===== src/rtl/pdr_pkg.sv =====
// Package for the planar dead-reckoning pose block.
// Holds field widths, register indexes, CORDIC constants and the controller command struct.
// No dependencies.
package pdr_pkg;

	localparam int DIST_W    = 32;
	localparam int ANGLE_W   = 16;
	localparam int POS_W     = 48;
	localparam int CFG_W     = 48;
	localparam int CFG_IDX_W = 2;

	localparam logic [CFG_IDX_W-1:0] CFG_START_X       = 2'd0;
	localparam logic [CFG_IDX_W-1:0] CFG_START_Y       = 2'd1;
	localparam logic [CFG_IDX_W-1:0] CFG_START_HEADING = 2'd2;

	localparam int CORDIC_STEPS_DEF = 16;
	localparam int ATAN_ENTRIES     = 24;
	localparam int STEP_IDX_W       = 5;
	localparam int TURN_W           = 32;
	localparam int CV_W             = 33;
	localparam int PROD_W           = DIST_W + CV_W;
	localparam int INC_W            = PROD_W - 30;
	localparam logic signed [CV_W-1:0] CORDIC_GAIN = 33'sd652032874;

	typedef struct packed {
		logic                  start;
		logic                  rotate;
		logic                  mul_x;
		logic                  acc_x;
		logic                  mul_y;
		logic                  acc_y;
		logic                  emit;
		logic [STEP_IDX_W-1:0] step;
	} pdr_cmd_t;

	function automatic logic [TURN_W-1:0] atan_turn(input logic [STEP_IDX_W-1:0] i);
		logic [TURN_W-1:0] v;
		case (i)
			5'd0:    v = 32'd536870912;
			5'd1:    v = 32'd316933405;
			5'd2:    v = 32'd167458907;
			5'd3:    v = 32'd85004756;
			5'd4:    v = 32'd42667331;
			5'd5:    v = 32'd21354465;
			5'd6:    v = 32'd10679838;
			5'd7:    v = 32'd5340245;
			5'd8:    v = 32'd2670163;
			5'd9:    v = 32'd1335086;
			5'd10:   v = 32'd667544;
			5'd11:   v = 32'd333772;
			5'd12:   v = 32'd166886;
			5'd13:   v = 32'd83443;
			5'd14:   v = 32'd41721;
			5'd15:   v = 32'd20860;
			5'd16:   v = 32'd10430;
			5'd17:   v = 32'd5215;
			5'd18:   v = 32'd2607;
			5'd19:   v = 32'd1303;
			5'd20:   v = 32'd651;
			5'd21:   v = 32'd325;
			5'd22:   v = 32'd162;
			5'd23:   v = 32'd81;
			default: v = '0;
		endcase
		return v;
	endfunction

endpackage


===== src/rtl/planar_dead_reckoning_pose_top.sv =====
// Top level of the planar dead-reckoning pose block.
// Joins pdr_ctrl and pdr_dp; depends on pdr_pkg.
//
// Channel | Direction | Content
// s_*     | in        | request: delta_distance [31:0], delta_heading [47:32]
// m_*     | out       | result: pose_x [47:0], pose_y [95:48], pose_heading [111:96]
// cfg_*   | in        | start_x, start_y, start_heading writes, no read-back
//
// Each request passes through capture, CORDIC_STEPS rotations (at most 24) in the shared rotation
// stage, then two multiplies, the last accumulate and the result handoff.
// Requests are taken one at a time; the next is taken while the last result waits in m_*.
// A held result stalls the handoff of the following one, not its computation.
// Reset clears the start registers and pose to zero; any write to a mapped register reloads the pose.
module planar_dead_reckoning_pose_top #(
	parameter int CORDIC_STEPS = pdr_pkg::CORDIC_STEPS_DEF
) (
	input  logic                              clk,
	input  logic                              arst_n,
	input  logic                              s_tvalid,
	output logic                              s_tready,
	input  logic [47:0]                       s_tdata,   // delta_distance, delta_heading
	output logic                              m_tvalid,
	input  logic                              m_tready,
	output logic [111:0]                      m_tdata,   // pose_x, pose_y, pose_heading
	input  logic                              cfg_we,
	input  logic [pdr_pkg::CFG_IDX_W-1:0]     cfg_index,
	input  logic [pdr_pkg::CFG_W-1:0]         cfg_data
);

	pdr_pkg::pdr_cmd_t                 cmd;
	logic [pdr_pkg::POS_W-1:0]         pose_x, pose_y;
	logic [pdr_pkg::ANGLE_W-1:0]       pose_heading;

	pdr_ctrl #(
		.CORDIC_STEPS(CORDIC_STEPS)
	) u_ctrl (
		.clk      (clk),
		.arst_n   (arst_n),
		.s_tvalid (s_tvalid),
		.s_tready (s_tready),
		.m_tvalid (m_tvalid),
		.m_tready (m_tready),
		.cmd      (cmd)
	);

	pdr_dp u_dp (
		.clk            (clk),
		.arst_n         (arst_n),
		.cmd            (cmd),
		.delta_distance (s_tdata[31:0]),
		.delta_heading  (s_tdata[47:32]),
		.cfg_we         (cfg_we),
		.cfg_index      (cfg_index),
		.cfg_data       (cfg_data),
		.pose_x         (pose_x),
		.pose_y         (pose_y),
		.pose_heading   (pose_heading)
	);

	assign m_tdata = {pose_heading, pose_y, pose_x};

endmodule


===== src/rtl/pdr_ctrl.sv =====
// Controller for the planar dead-reckoning pose block.
// Sequences start, CORDIC rotations, the two multiply-accumulates and the result handoff.
// Depends on pdr_pkg.
module pdr_ctrl #(
	parameter int CORDIC_STEPS = pdr_pkg::CORDIC_STEPS_DEF
) (
	input  logic             clk,
	input  logic             arst_n,
	input  logic             s_tvalid,
	output logic             s_tready,
	output logic             m_tvalid,
	input  logic             m_tready,
	output pdr_pkg::pdr_cmd_t cmd
);

	localparam int STEPS_RUN = (CORDIC_STEPS < pdr_pkg::ATAN_ENTRIES) ?
		CORDIC_STEPS : pdr_pkg::ATAN_ENTRIES;
	localparam int STEP_W = (STEPS_RUN > 1) ? $clog2(STEPS_RUN) : 1;

	typedef enum logic [2:0] {
		ST_IDLE,
		ST_ROT,
		ST_MULX,
		ST_MULY,
		ST_ACCY,
		ST_DONE
	} state_t;

	state_t            state_q;
	logic [STEP_W-1:0] cnt_q;
	logic              m_tvalid_q;
	logic              out_free;

	assign out_free = !m_tvalid_q || m_tready;
	assign s_tready = (state_q == ST_IDLE);
	assign m_tvalid = m_tvalid_q;

	always_comb begin
		cmd        = '0;
		cmd.step   = pdr_pkg::STEP_IDX_W'(cnt_q);
		cmd.start  = (state_q == ST_IDLE) && s_tvalid;
		cmd.rotate = (state_q == ST_ROT);
		cmd.mul_x  = (state_q == ST_MULX);
		cmd.acc_x  = (state_q == ST_MULY);
		cmd.mul_y  = (state_q == ST_MULY);
		cmd.acc_y  = (state_q == ST_ACCY);
		cmd.emit   = (state_q == ST_DONE) && out_free;
	end

	always_ff @(posedge clk or negedge arst_n) begin
		if (!arst_n) begin
			state_q    <= ST_IDLE;
			cnt_q      <= '0;
			m_tvalid_q <= 1'b0;
		end else begin
			if ((state_q == ST_DONE) && out_free)
				m_tvalid_q <= 1'b1;
			else if (m_tready)
				m_tvalid_q <= 1'b0;
			unique case (state_q)
				ST_IDLE: begin
					cnt_q <= '0;
					if (s_tvalid)
						state_q <= ST_ROT;
				end
				ST_ROT: begin
					if (cnt_q == STEP_W'(STEPS_RUN - 1))
						state_q <= ST_MULX;
					else
						cnt_q <= cnt_q + 1'b1;
				end
				ST_MULX: state_q <= ST_MULY;
				ST_MULY: state_q <= ST_ACCY;
				ST_ACCY: state_q <= ST_DONE;
				ST_DONE: begin
					if (out_free)
						state_q <= ST_IDLE;
				end
				default: state_q <= ST_IDLE;
			endcase
		end
	end

endmodule


===== src/rtl/pdr_dp.sv =====
// Datapath for the planar dead-reckoning pose block.
// Holds start registers, pose, shared CORDIC stage, one multiplier and the result register.
// Depends on pdr_pkg.
module pdr_dp (
	input  logic                                  clk,
	input  logic                                  arst_n,
	input  pdr_pkg::pdr_cmd_t                     cmd,
	input  logic signed [pdr_pkg::DIST_W-1:0]     delta_distance,
	input  logic signed [pdr_pkg::ANGLE_W-1:0]    delta_heading,
	input  logic                                  cfg_we,
	input  logic [pdr_pkg::CFG_IDX_W-1:0]         cfg_index,
	input  logic [pdr_pkg::CFG_W-1:0]             cfg_data,
	output logic [pdr_pkg::POS_W-1:0]             pose_x,
	output logic [pdr_pkg::POS_W-1:0]             pose_y,
	output logic [pdr_pkg::ANGLE_W-1:0]           pose_heading
);

	localparam int CV_W   = pdr_pkg::CV_W;
	localparam int POS_W  = pdr_pkg::POS_W;
	localparam int TURN_W = pdr_pkg::TURN_W;

	logic signed [POS_W-1:0]            start_x_q, start_y_q;
	logic [pdr_pkg::ANGLE_W-1:0]        start_h_q;
	logic signed [POS_W-1:0]            cur_x_q, cur_y_q;
	logic [pdr_pkg::ANGLE_W-1:0]        cur_h_q;
	logic signed [pdr_pkg::DIST_W-1:0]  dist_q;
	logic [pdr_pkg::ANGLE_W-1:0]        dh_q;
	logic [1:0]                         quad_q;
	logic signed [CV_W-1:0]             cx_q, cy_q, z_q;
	logic signed [pdr_pkg::PROD_W-1:0]  prod_q;
	logic [POS_W-1:0]                   out_x_q, out_y_q;
	logic [pdr_pkg::ANGLE_W-1:0]        out_h_q;

	logic [TURN_W-1:0]                  phi, phi_rnd, rem;
	logic [1:0]                         quad;
	logic signed [CV_W-1:0]             xs, ys, atan_v;
	logic signed [CV_W-1:0]             cos_v, sin_v, mul_op;
	logic signed [pdr_pkg::PROD_W-1:0]  prod_rnd;
	logic signed [pdr_pkg::INC_W-1:0]   inc;
	logic signed [POS_W-1:0]            pos_sel, pos_new;
	logic signed [POS_W:0]              pos_sum;
	logic signed [POS_W-1:0]            nx_start_x, nx_start_y;
	logic [pdr_pkg::ANGLE_W-1:0]        nx_start_h;
	logic                               cfg_hit;

	assign phi     = {cur_h_q, 16'b0} + {delta_heading[15], delta_heading, 15'b0};
	assign phi_rnd = phi + 32'h2000_0000;
	assign quad    = phi_rnd[31:30];
	assign rem     = phi - {quad, 30'b0};

	assign xs     = cx_q >>> cmd.step;
	assign ys     = cy_q >>> cmd.step;
	assign atan_v = $signed({1'b0, pdr_pkg::atan_turn(cmd.step)});

	always_comb begin
		case (quad_q)
			2'd0: begin
				cos_v = cx_q;
				sin_v = cy_q;
			end
			2'd1: begin
				cos_v = -cy_q;
				sin_v = cx_q;
			end
			2'd2: begin
				cos_v = -cx_q;
				sin_v = -cy_q;
			end
			default: begin
				cos_v = cy_q;
				sin_v = -cx_q;
			end
		endcase
	end

	assign mul_op   = cmd.mul_y ? sin_v : cos_v;
	assign prod_rnd = prod_q + (pdr_pkg::PROD_W)'(64'sd536870912);
	assign inc      = prod_rnd[pdr_pkg::PROD_W-1:30];
	assign pos_sel  = cmd.acc_y ? cur_y_q : cur_x_q;
	assign pos_sum  = {pos_sel[POS_W-1], pos_sel} + (POS_W + 1)'(inc);

	always_comb begin
		if (pos_sum[POS_W] != pos_sum[POS_W-1])
			pos_new = pos_sum[POS_W] ? {1'b1, {(POS_W-1){1'b0}}} : {1'b0, {(POS_W-1){1'b1}}};
		else
			pos_new = pos_sum[POS_W-1:0];
	end

	always_comb begin
		nx_start_x = start_x_q;
		nx_start_y = start_y_q;
		nx_start_h = start_h_q;
		cfg_hit    = 1'b0;
		if (cfg_we) begin
			unique case (cfg_index)
				pdr_pkg::CFG_START_X: begin
					nx_start_x = cfg_data;
					cfg_hit    = 1'b1;
				end
				pdr_pkg::CFG_START_Y: begin
					nx_start_y = cfg_data;
					cfg_hit    = 1'b1;
				end
				pdr_pkg::CFG_START_HEADING: begin
					nx_start_h = cfg_data[pdr_pkg::ANGLE_W-1:0];
					cfg_hit    = 1'b1;
				end
				default: cfg_hit = 1'b0;
			endcase
		end
	end

	always_ff @(posedge clk or negedge arst_n) begin
		if (!arst_n) begin
			start_x_q <= '0;
			start_y_q <= '0;
			start_h_q <= '0;
			cur_x_q   <= '0;
			cur_y_q   <= '0;
			cur_h_q   <= '0;
		end else if (cfg_hit) begin
			start_x_q <= nx_start_x;
			start_y_q <= nx_start_y;
			start_h_q <= nx_start_h;
			cur_x_q   <= nx_start_x;
			cur_y_q   <= nx_start_y;
			cur_h_q   <= nx_start_h;
		end else begin
			if (cmd.acc_x)
				cur_x_q <= pos_new;
			if (cmd.acc_y) begin
				cur_y_q <= pos_new;
				cur_h_q <= cur_h_q + dh_q;
			end
		end
	end

	always_ff @(posedge clk) begin
		if (cmd.start) begin
			dist_q <= delta_distance;
			dh_q   <= delta_heading;
			quad_q <= quad;
			cx_q   <= pdr_pkg::CORDIC_GAIN;
			cy_q   <= '0;
			z_q    <= {rem[TURN_W-1], rem};
		end else if (cmd.rotate) begin
			if (!z_q[CV_W-1]) begin
				cx_q <= cx_q - ys;
				cy_q <= cy_q + xs;
				z_q  <= z_q - atan_v;
			end else begin
				cx_q <= cx_q + ys;
				cy_q <= cy_q - xs;
				z_q  <= z_q + atan_v;
			end
		end
		if (cmd.mul_x || cmd.mul_y)
			prod_q <= dist_q * mul_op;
		if (cmd.emit) begin
			out_x_q <= cur_x_q;
			out_y_q <= cur_y_q;
			out_h_q <= cur_h_q;
		end
	end

	assign pose_x       = out_x_q;
	assign pose_y       = out_y_q;
	assign pose_heading = out_h_q;

endmodule


===== config.mk =====
export PLATFORM = sky130hd
export DESIGN_NAME = planar_dead_reckoning_pose_top
export DESIGN_NICKNAME = d
export VERILOG_FILES = /design/src/rtl/pdr_pkg.sv /design/src/rtl/planar_dead_reckoning_pose_top.sv /design/src/rtl/pdr_ctrl.sv /design/src/rtl/pdr_dp.sv
export SDC_FILE = /design/constraint.sdc
export NUM_CORES = 2
export LEC_CHECK = 0
export ABC_AREA = 1
export BUFFER_PORTS_ARGS = -buffer_cell sky130_fd_sc_hd__buf_2
export CAP_MARGIN = 20
export CORE_MARGIN = 3
export CORE_UTILIZATION = 45
export CTS_BUF_LIST = sky130_fd_sc_hd__clkbuf_2
export DETAILED_ROUTE_END_ITERATION = 6
export GPL_TIMING_DRIVEN = 1
export PLACE_DENSITY = 0.57
export SYNTH_ARGS = -nofsm -noshare
export SYNTH_HDL_FRONTEND = slang
export SYNTH_SLANG_ARGS = --single-unit

===== constraint.sdc =====
create_clock -name clk -period 12.81 [get_ports clk]
set_input_delay 3.843 -clock clk [delete_from_list [all_inputs] [get_ports clk]]
set_output_delay 3.843 -clock clk [all_outputs]
set_load 0.02 [all_outputs]

After elaboration in Yosys (flattened, before gate mapping)
Memory sizes are Yosys's and may differ from the RTL's.
Cells that the tools add are included.
{"block": "totals", "regBits": 558, "mem_bits_ro": 960, "inputBits": 103, "output_inout_bits": 114, "elab_cells": 102, "n_memories": 1}
{"name": "(name not given)", "words": 32, "word_bits": 30, "read_ports": 1, "rd_clocked_by_memory_dff": 0, "write_ports": 0, "line": "pdr_pkg.sv:38", "source": "case (i)"}
{"block": "op_classes", "addsub": 15, "multipliers": 1, "n_eq_ne": 15, "shift": 2, "muxes": 33, "n_reduce_logical": 16}
{"operator": "two-way mux 48 bit", "n": 11}
{"operator": "two-way mux 33 bit", "n": 6}
{"operator": "one-hot mux 33 bit (3 select lines)", "n": 2}
{"operator": "adder 33 bit", "n": 3}
{"operator": "subtractor 33 bit", "n": 3}
{"operator": "negator 33 bit", "n": 2}
{"operator": ">>> shifter 33 x 4 -> 33 bit", "n": 2}
{"operator": "adder 65 x 31 -> 65 bit (second input constant)", "n": 1}
{"operator": "multiplier 32 x 33 -> 65 bit", "n": 1}
{"operator": "two-way mux 16 bit", "n": 4}
{"operator": "adder 48 x 35 -> 49 bit", "n": 1}
{"operator": "adder 32 x 30 -> 32 bit (second input constant)", "n": 1}
{"operator": "adder 32 bit", "n": 1}
{"operator": "subtractor 32 bit", "n": 1}
{"operator": "one-hot mux 3 bit (6 select lines)", "n": 1}
{"operator": "adder 16 bit", "n": 1}
{"operator": "nonzero test 2 bit", "n": 5}
{"operator": "two-way mux 3 bit", "n": 3}
{"operator": "one-hot mux 4 bit (2 select lines)", "n": 1}
{"operator": "equality test 3 x 2 -> 1 bit (second input constant)", "n": 2}
{"operator": "equality test 3 bit (second input constant)", "n": 2}
{"operator": "adder 4 x 1 -> 4 bit (second input constant)", "n": 1}
{"operator": "equality test 2 x 1 -> 1 bit (second input constant)", "n": 2}
{"operator": "equality test 2 bit (second input constant)", "n": 2}
{"operator": "15 further kinds", "n": 23}

Logic depth before layout (Yosys ltp)
{"block": "logic_depth", "depth_word": 7, "depth_mapped": 48, "depth_no_buf": 46}

By module
Synthesis repeated with hierarchy kept, for this count alone.
{"block": "unflattened", "cells_unflattened": 10233, "area_unflattened_um2": 77981.0}
{"module": "pdr_dp", "n_inst": 1, "cells_each": 10168, "area_each_um2": 77495.6, "seq_area_each_um2": 13863.3}
{"module": "pdr_ctrl", "n_inst": 1, "cells_each": 65, "area_each_um2": 485.5, "seq_area_each_um2": 200.2}

Worst setup path after synthesis
No wires, ideal clock.
{"block": "synth_timing", "kind": "input port to flip-flop", "from": "in m_tready", "to": "reg u_dp.out_h_q (netlist bit u_dp.pose_heading[0]) (enable)", "setup_time_ns": 0.584, "arrival_ns": 8.529, "t_required_ns": 12.226, "path_slack_ns": 3.697, "cell_stages": 2, "n_path_buf": 0, "cell_sequence": "nor2_1 nor2_1"}
{"element": "start: declaration", "line": "planar_dead_reckoning_pose_top.sv:23", "source": "input logic m_tready,"}
{"element": "end signal: assignment", "line": "pdr_dp.sv:162", "source": "out_h_q <= cur_h_q;"}
{"element": "end: declaration", "line": "pdr_dp.sv:32", "source": "logic [pdr_pkg::ANGLE_W-1:0] out_h_q;"}

Worst setup path in the final report
{"block": "layout_timing", "from": "reg u_dp.quad_q[1]", "to": "reg u_dp.prod_q[53] in the netlist's numbering, data pin"}
{"block": "layout_via", "elab_chain_cells": 4, "elab_cells_between_ends": 7, "cone_classes": "1 x mul; 2 x eq/ne; 3 x mux; 1 x reduce/logical"}
{"element": "start: declaration", "line": "pdr_dp.sv:28", "source": "logic [1:0] quad_q;"}
{"element": "start signal: assignment", "line": "pdr_dp.sv:142", "source": "quad_q <= quad;"}
{"element": "equality test 2 bit (tied with other cells)", "line": "pdr_dp.sv:56", "source": "case (quad_q)"}
{"element": "one-hot mux 33 bit (3 select lines)", "line": "pdr_dp.sv:56"}
{"element": "two-way mux 33 bit (*)", "line": "pdr_dp.sv:76", "source": "assign mul_op = cmd.mul_y ? sin_v : cos_v;"}
{"element": "multiplier 32 x 33 -> 65 bit (*)", "line": "pdr_dp.sv:158", "source": "prod_q <= dist_q * mul_op;"}
{"element": "end signal: assignment", "line": "pdr_dp.sv:158"}
{"element": "end: declaration", "line": "pdr_dp.sv:30", "source": "logic signed [pdr_pkg::PROD_W-1:0] prod_q;"}
Mark *: on every way between the ends. The rest lies on a longest branch, timed or not.
A chain may end at the register's enable or synchronous reset.

==> results.sh <==
export IMPL_gr_usage_all_layers=0.334
export IMPL_seq_area_frac_synth=0.180
export IMPL_drtPass1Iterations=7
export IMPL_core_area_sq_mm=0.172
export IMPL_fmax_ghz=0.0921
export IMPL_area_growth_pct=6.42
export IMPL_cts_setup_buffers=0
export IMPL_cp_data_arrival_time_ps=12140
export IMPL_setup_violations=0
export IMPL_route_detailed_drc=1
export IMPL_grt_first_pass_wirelength_um=451000
export IMPL_critPathTopFamily="adder cells"
export IMPL_ys_ff_latch=529
export IMPL_gr_total_overflow=0
export IMPL_h_tree_depth=4
export IMPL_multiInputGateArea_sq_mm=0.0545
export IMPL_crit_type="flop to flop"
export IMPL_path_common_cell="fa_1"
export IMPL_violations="design-rule violations"
export IMPL_die_x_um=422
export IMPL_start_util=0.454
export IMPL_postSynthCellCount=10300
export IMPL_period_share=0.848
export IMPL_hold_path_class="flop to flop"
export IMPL_clock_path_buffers=3
export IMPL_cts_sinks=529
export IMPL_synth_area_leaders="fa_1 29%, nand2_1 11%, inv_1 9.5%"
export IMPL_hpwl_um=229000
export IMPL_ant_nets=0
export IMPL_worstMarginPinSlew_ps=1190
export IMPL_clock_latency_ps=1730
export IMPL_numPortBuffers=216
export IMPL_max_stage_delay_ps=1130
export IMPL_seq_area_sq_mm=0.0141
export IMPL_yosysUniqueCellTypes=70
export IMPL_grt_max_degree=97
export IMPL_via_per_inst=5.51
export IMPL_fin_tns_setup_ps=0
export IMPL_die_h_um=422
export IMPL_vias=70700
export IMPL_yosysTopAreaCell="fa_1"
export IMPL_grt_setup_unrepaired="false"
export IMPL_synth_area_per_cell_sq_um=7.58
export IMPL_num_fill_cells=17500
export IMPL_slew_headroom=0.207
export IMPL_async_flop_share=0.439
export IMPL_io_pins=217
export IMPL_synth_top_cell_area_share=0.287
export IMPL_period_minus_slack_ps=10860
export IMPL_synth_warnings=0
export IMPL_dr_first_iter_drc_count=6579
export IMPL_totalWireLength_um=298000
export IMPL_synth_area_sq_mm=0.0780
export IMPL_clock_root_buffer="clkbuf_2"
export IMPL_cp_end_kind="flop"
export IMPL_outcome="finished with violations"
export IMPL_grt_pass1_vias=71800
export IMPL_cts_tree="done"
export IMPL_startpoint_type="flop"
export IMPL_gp_congestion=1.00
export IMPL_drv_cap=0
export IMPL_cp_max_fo=32
export IMPL_wire_per_inst_um=23.2
export IMPL_rows=152
export IMPL_hold_buffers=0
export IMPL_drive_gt1_frac=0.0802
export IMPL_synth_edff_count=231
export IMPL_final_nets=12000
export IMPL_cts_buffers_inserted=157
export IMPL_hold_viol=0
export IMPL_clkSlewWorstSetupHoldPaths_ps=100
export IMPL_cts_resized=0
export IMPL_drv_slew=0
export IMPL_syn_nets=11900
export IMPL_die_area_sq_mm=0.178
export IMPL_yosys_most_used_dff="dfrtp_1"
export IMPL_antenna_found_initial=15
export IMPL_critPathSlowestCell="fa_1"
export IMPL_required_ps=14090
export IMPL_worst_clock_skew_ps=264
export IMPL_cp_num_buf_inv=11
-- metrics by stage --
step	instance area [sq um]	hold WS (ps)	util	worst slack, ps	cells
floorplan	78000	425	-	3700	10300
global placement	81300	434	0.473	2280	12500
detailed placement	81400	433	0.473	2180	12500
CTS	82900	276	0.482	2130	12800
global route	83000	292	0.483	1500	12800
finish	83000	319	0.483	1950	12800
-- layout make-up --
| class | instances | area share |
|---|---|---|
| multi-input cells | 7306 | 0.657 |
| flip-flops and latches | 529 | 0.170 |
| inverters | 2019 | 0.0914 |
| well taps | 2310 | 0.0348 |
| repair buffers | 374 | 0.0285 |
| clock buffers | 230 | 0.0139 |
| clock inverters | 62 | 0.00480 |
| diodes | 11 | 0.000332 |
-- layer usage --
| metal | share of wire | vias to the layer above | global-route usage |
|---|---|---|---|
| met5 | 0.00012 | - | 0 |
| met4 | 0.046 | 6 | 0.132 |
| li1 | - | 32200 | - |
| met1 | 0.42 | 34500 | 0.457 |
| met2 | 0.43 | 3447 | 0.506 |
| met3 | 0.10 | 672 | 0.0854 |
-- kinds of logic after synthesis --
logic type | count (synthesis) | share of synthesized area
mux | 5 | 0.000722
flops | 529 | 0.180
compound gates | 1418 | 0.100
fa+ha+maj | 1487 | 0.346
xor+xnor | 292 | 0.0328
simple gates | 4104 | 0.218
buf+inv | 2458 | 0.122
-- final timing paths --
path | startpoint | end | slack [ps] | cells after the start
min in group asynchronous | arst_n | u_dp.start_x_q[36] | 2250 | 1
max | u_dp.quad_q[1] | u_dp.prod_q[53] | 1950 | 32
max reg2reg | u_dp.quad_q[1] | u_dp.prod_q[53] | 1950 | 32
min reg2reg | u_dp.cur_y_q[4] | u_dp.pose_y[4] | 320 | 0
min | u_dp.cur_y_q[4] | u_dp.pose_y[4] | 320 | 0
max in group asynchronous | arst_n | u_dp.start_x_q[43] | 8880 | 2
-- flip-flops by register name, summed over array words and instances, names as in the netlist --
name,cells
u_dp.cx_q,33
u_dp.start_h_q,16
u_dp.dh_q,16
u_dp.quad_q,2
u_dp.dist_q,32
u_dp.cy_q,33
u_dp.z_q,33
u_ctrl.cnt_q,4
u_dp.pose_heading,16
u_dp.cur_x_q,48
u_dp.prod_q,36
u_dp.cur_y_q,48
u_dp.start_x_q,48
u_ctrl.m_tvalid,1
u_dp.pose_x,48
u_ctrl.state_q,3
u_dp.start_y_q,48
u_dp.pose_y,48
u_dp.cur_h_q,16
-- cells in the final DEF, fill, tap and decap left out, types with 10 or more instances in the layout --
cell type / netlist / layout
nand4_1: 45 / 45
o221ai_1: 18 / 18
a211oi_1: 10 / 10
o22ai_1: 19 / 19
o21bai_1: 18 / 18
a21o_1: 17 / 17
buf_2: 74 / 214
a31oi_1: 56 / 56
diode_2: 0 / 11
xnor2_1: 78 / 78
xor2_1: 214 / 214
buf_4: 15 / 154
o211ai_1: 43 / 43
nor2_2: 34 / 34
dfrtp_1: 232 / 228
o21a_1: 26 / 26
o21ai_1: 20 / 18
nand3_1: 652 / 651
ha_1: 370 / 370
o2111ai_1: 16 / 16
fa_1: 1117 / 1117
nor4_1: 21 / 21
a21oi_1: 551 / 551
dfxtp_1: 66 / 66
nor2_1: 908 / 905
or2_2: 64 / 64
clkinv_2: 0 / 14
nor3_1: 65 / 64
edfxtp_1: 231 / 231
nand2_2: 12 / 13
clkinv_1: 17 / 49
o21ai_0: 571 / 570
clkbuf_2: 1 / 230
inv_1: 1967 / 1964
nand2_1: 2262 / 2258
inv_2: 35 / 38
o31ai_1: 10 / 10
-- Yosys cell counts (5+ instances only) --
cell type,number
buf_2,74
nor4_1,21
edfxtp_1,231
nor3_1,65
or2_2,64
xnor2_1,78
nand3_1,652
inv_1,1967
and3_1,6
a221oi_1,9
inv_2,35
a21o_1,17
clkbuf_1,295
nand2_1,2262
o21ai_0,571
o211ai_1,43
o21bai_1,18
clkinv_1,17
fa_1,1117
nor2_2,34
o21ai_2,7
o221ai_1,18
o22ai_1,19
a211oi_1,10
nand2_2,12
ha_1,370
nand4_1,45
mux2_2,5
buf_1,37
a31oi_1,56
buf_6,17
dfrtp_1,232
dfxtp_1,66
xor2_1,214
and2_1,5
nor2_1,908
o21ai_1,20
o31ai_1,10
buf_4,15
o21a_1,26
o2111ai_1,16
a21boi_0,8
a21oi_1,551
-- worst register-to-register path, delay by kind of cell, from the launching register on --
kind / cells / cell delay [ps]
buffers and inverters: 11 / 2620
adder cells (fa/ha/maj): 9 / 4960
AO/OA/AOI/OAI: 7 / 1450
flip-flops: 1 / 800
XOR/XNOR: 1 / 150
AND/OR/NAND/NOR: 4 / 590
Power is left out: the tool's default activity adds up to more than one toggle a clock period on the data nets, which glitch-free logic cannot reach.
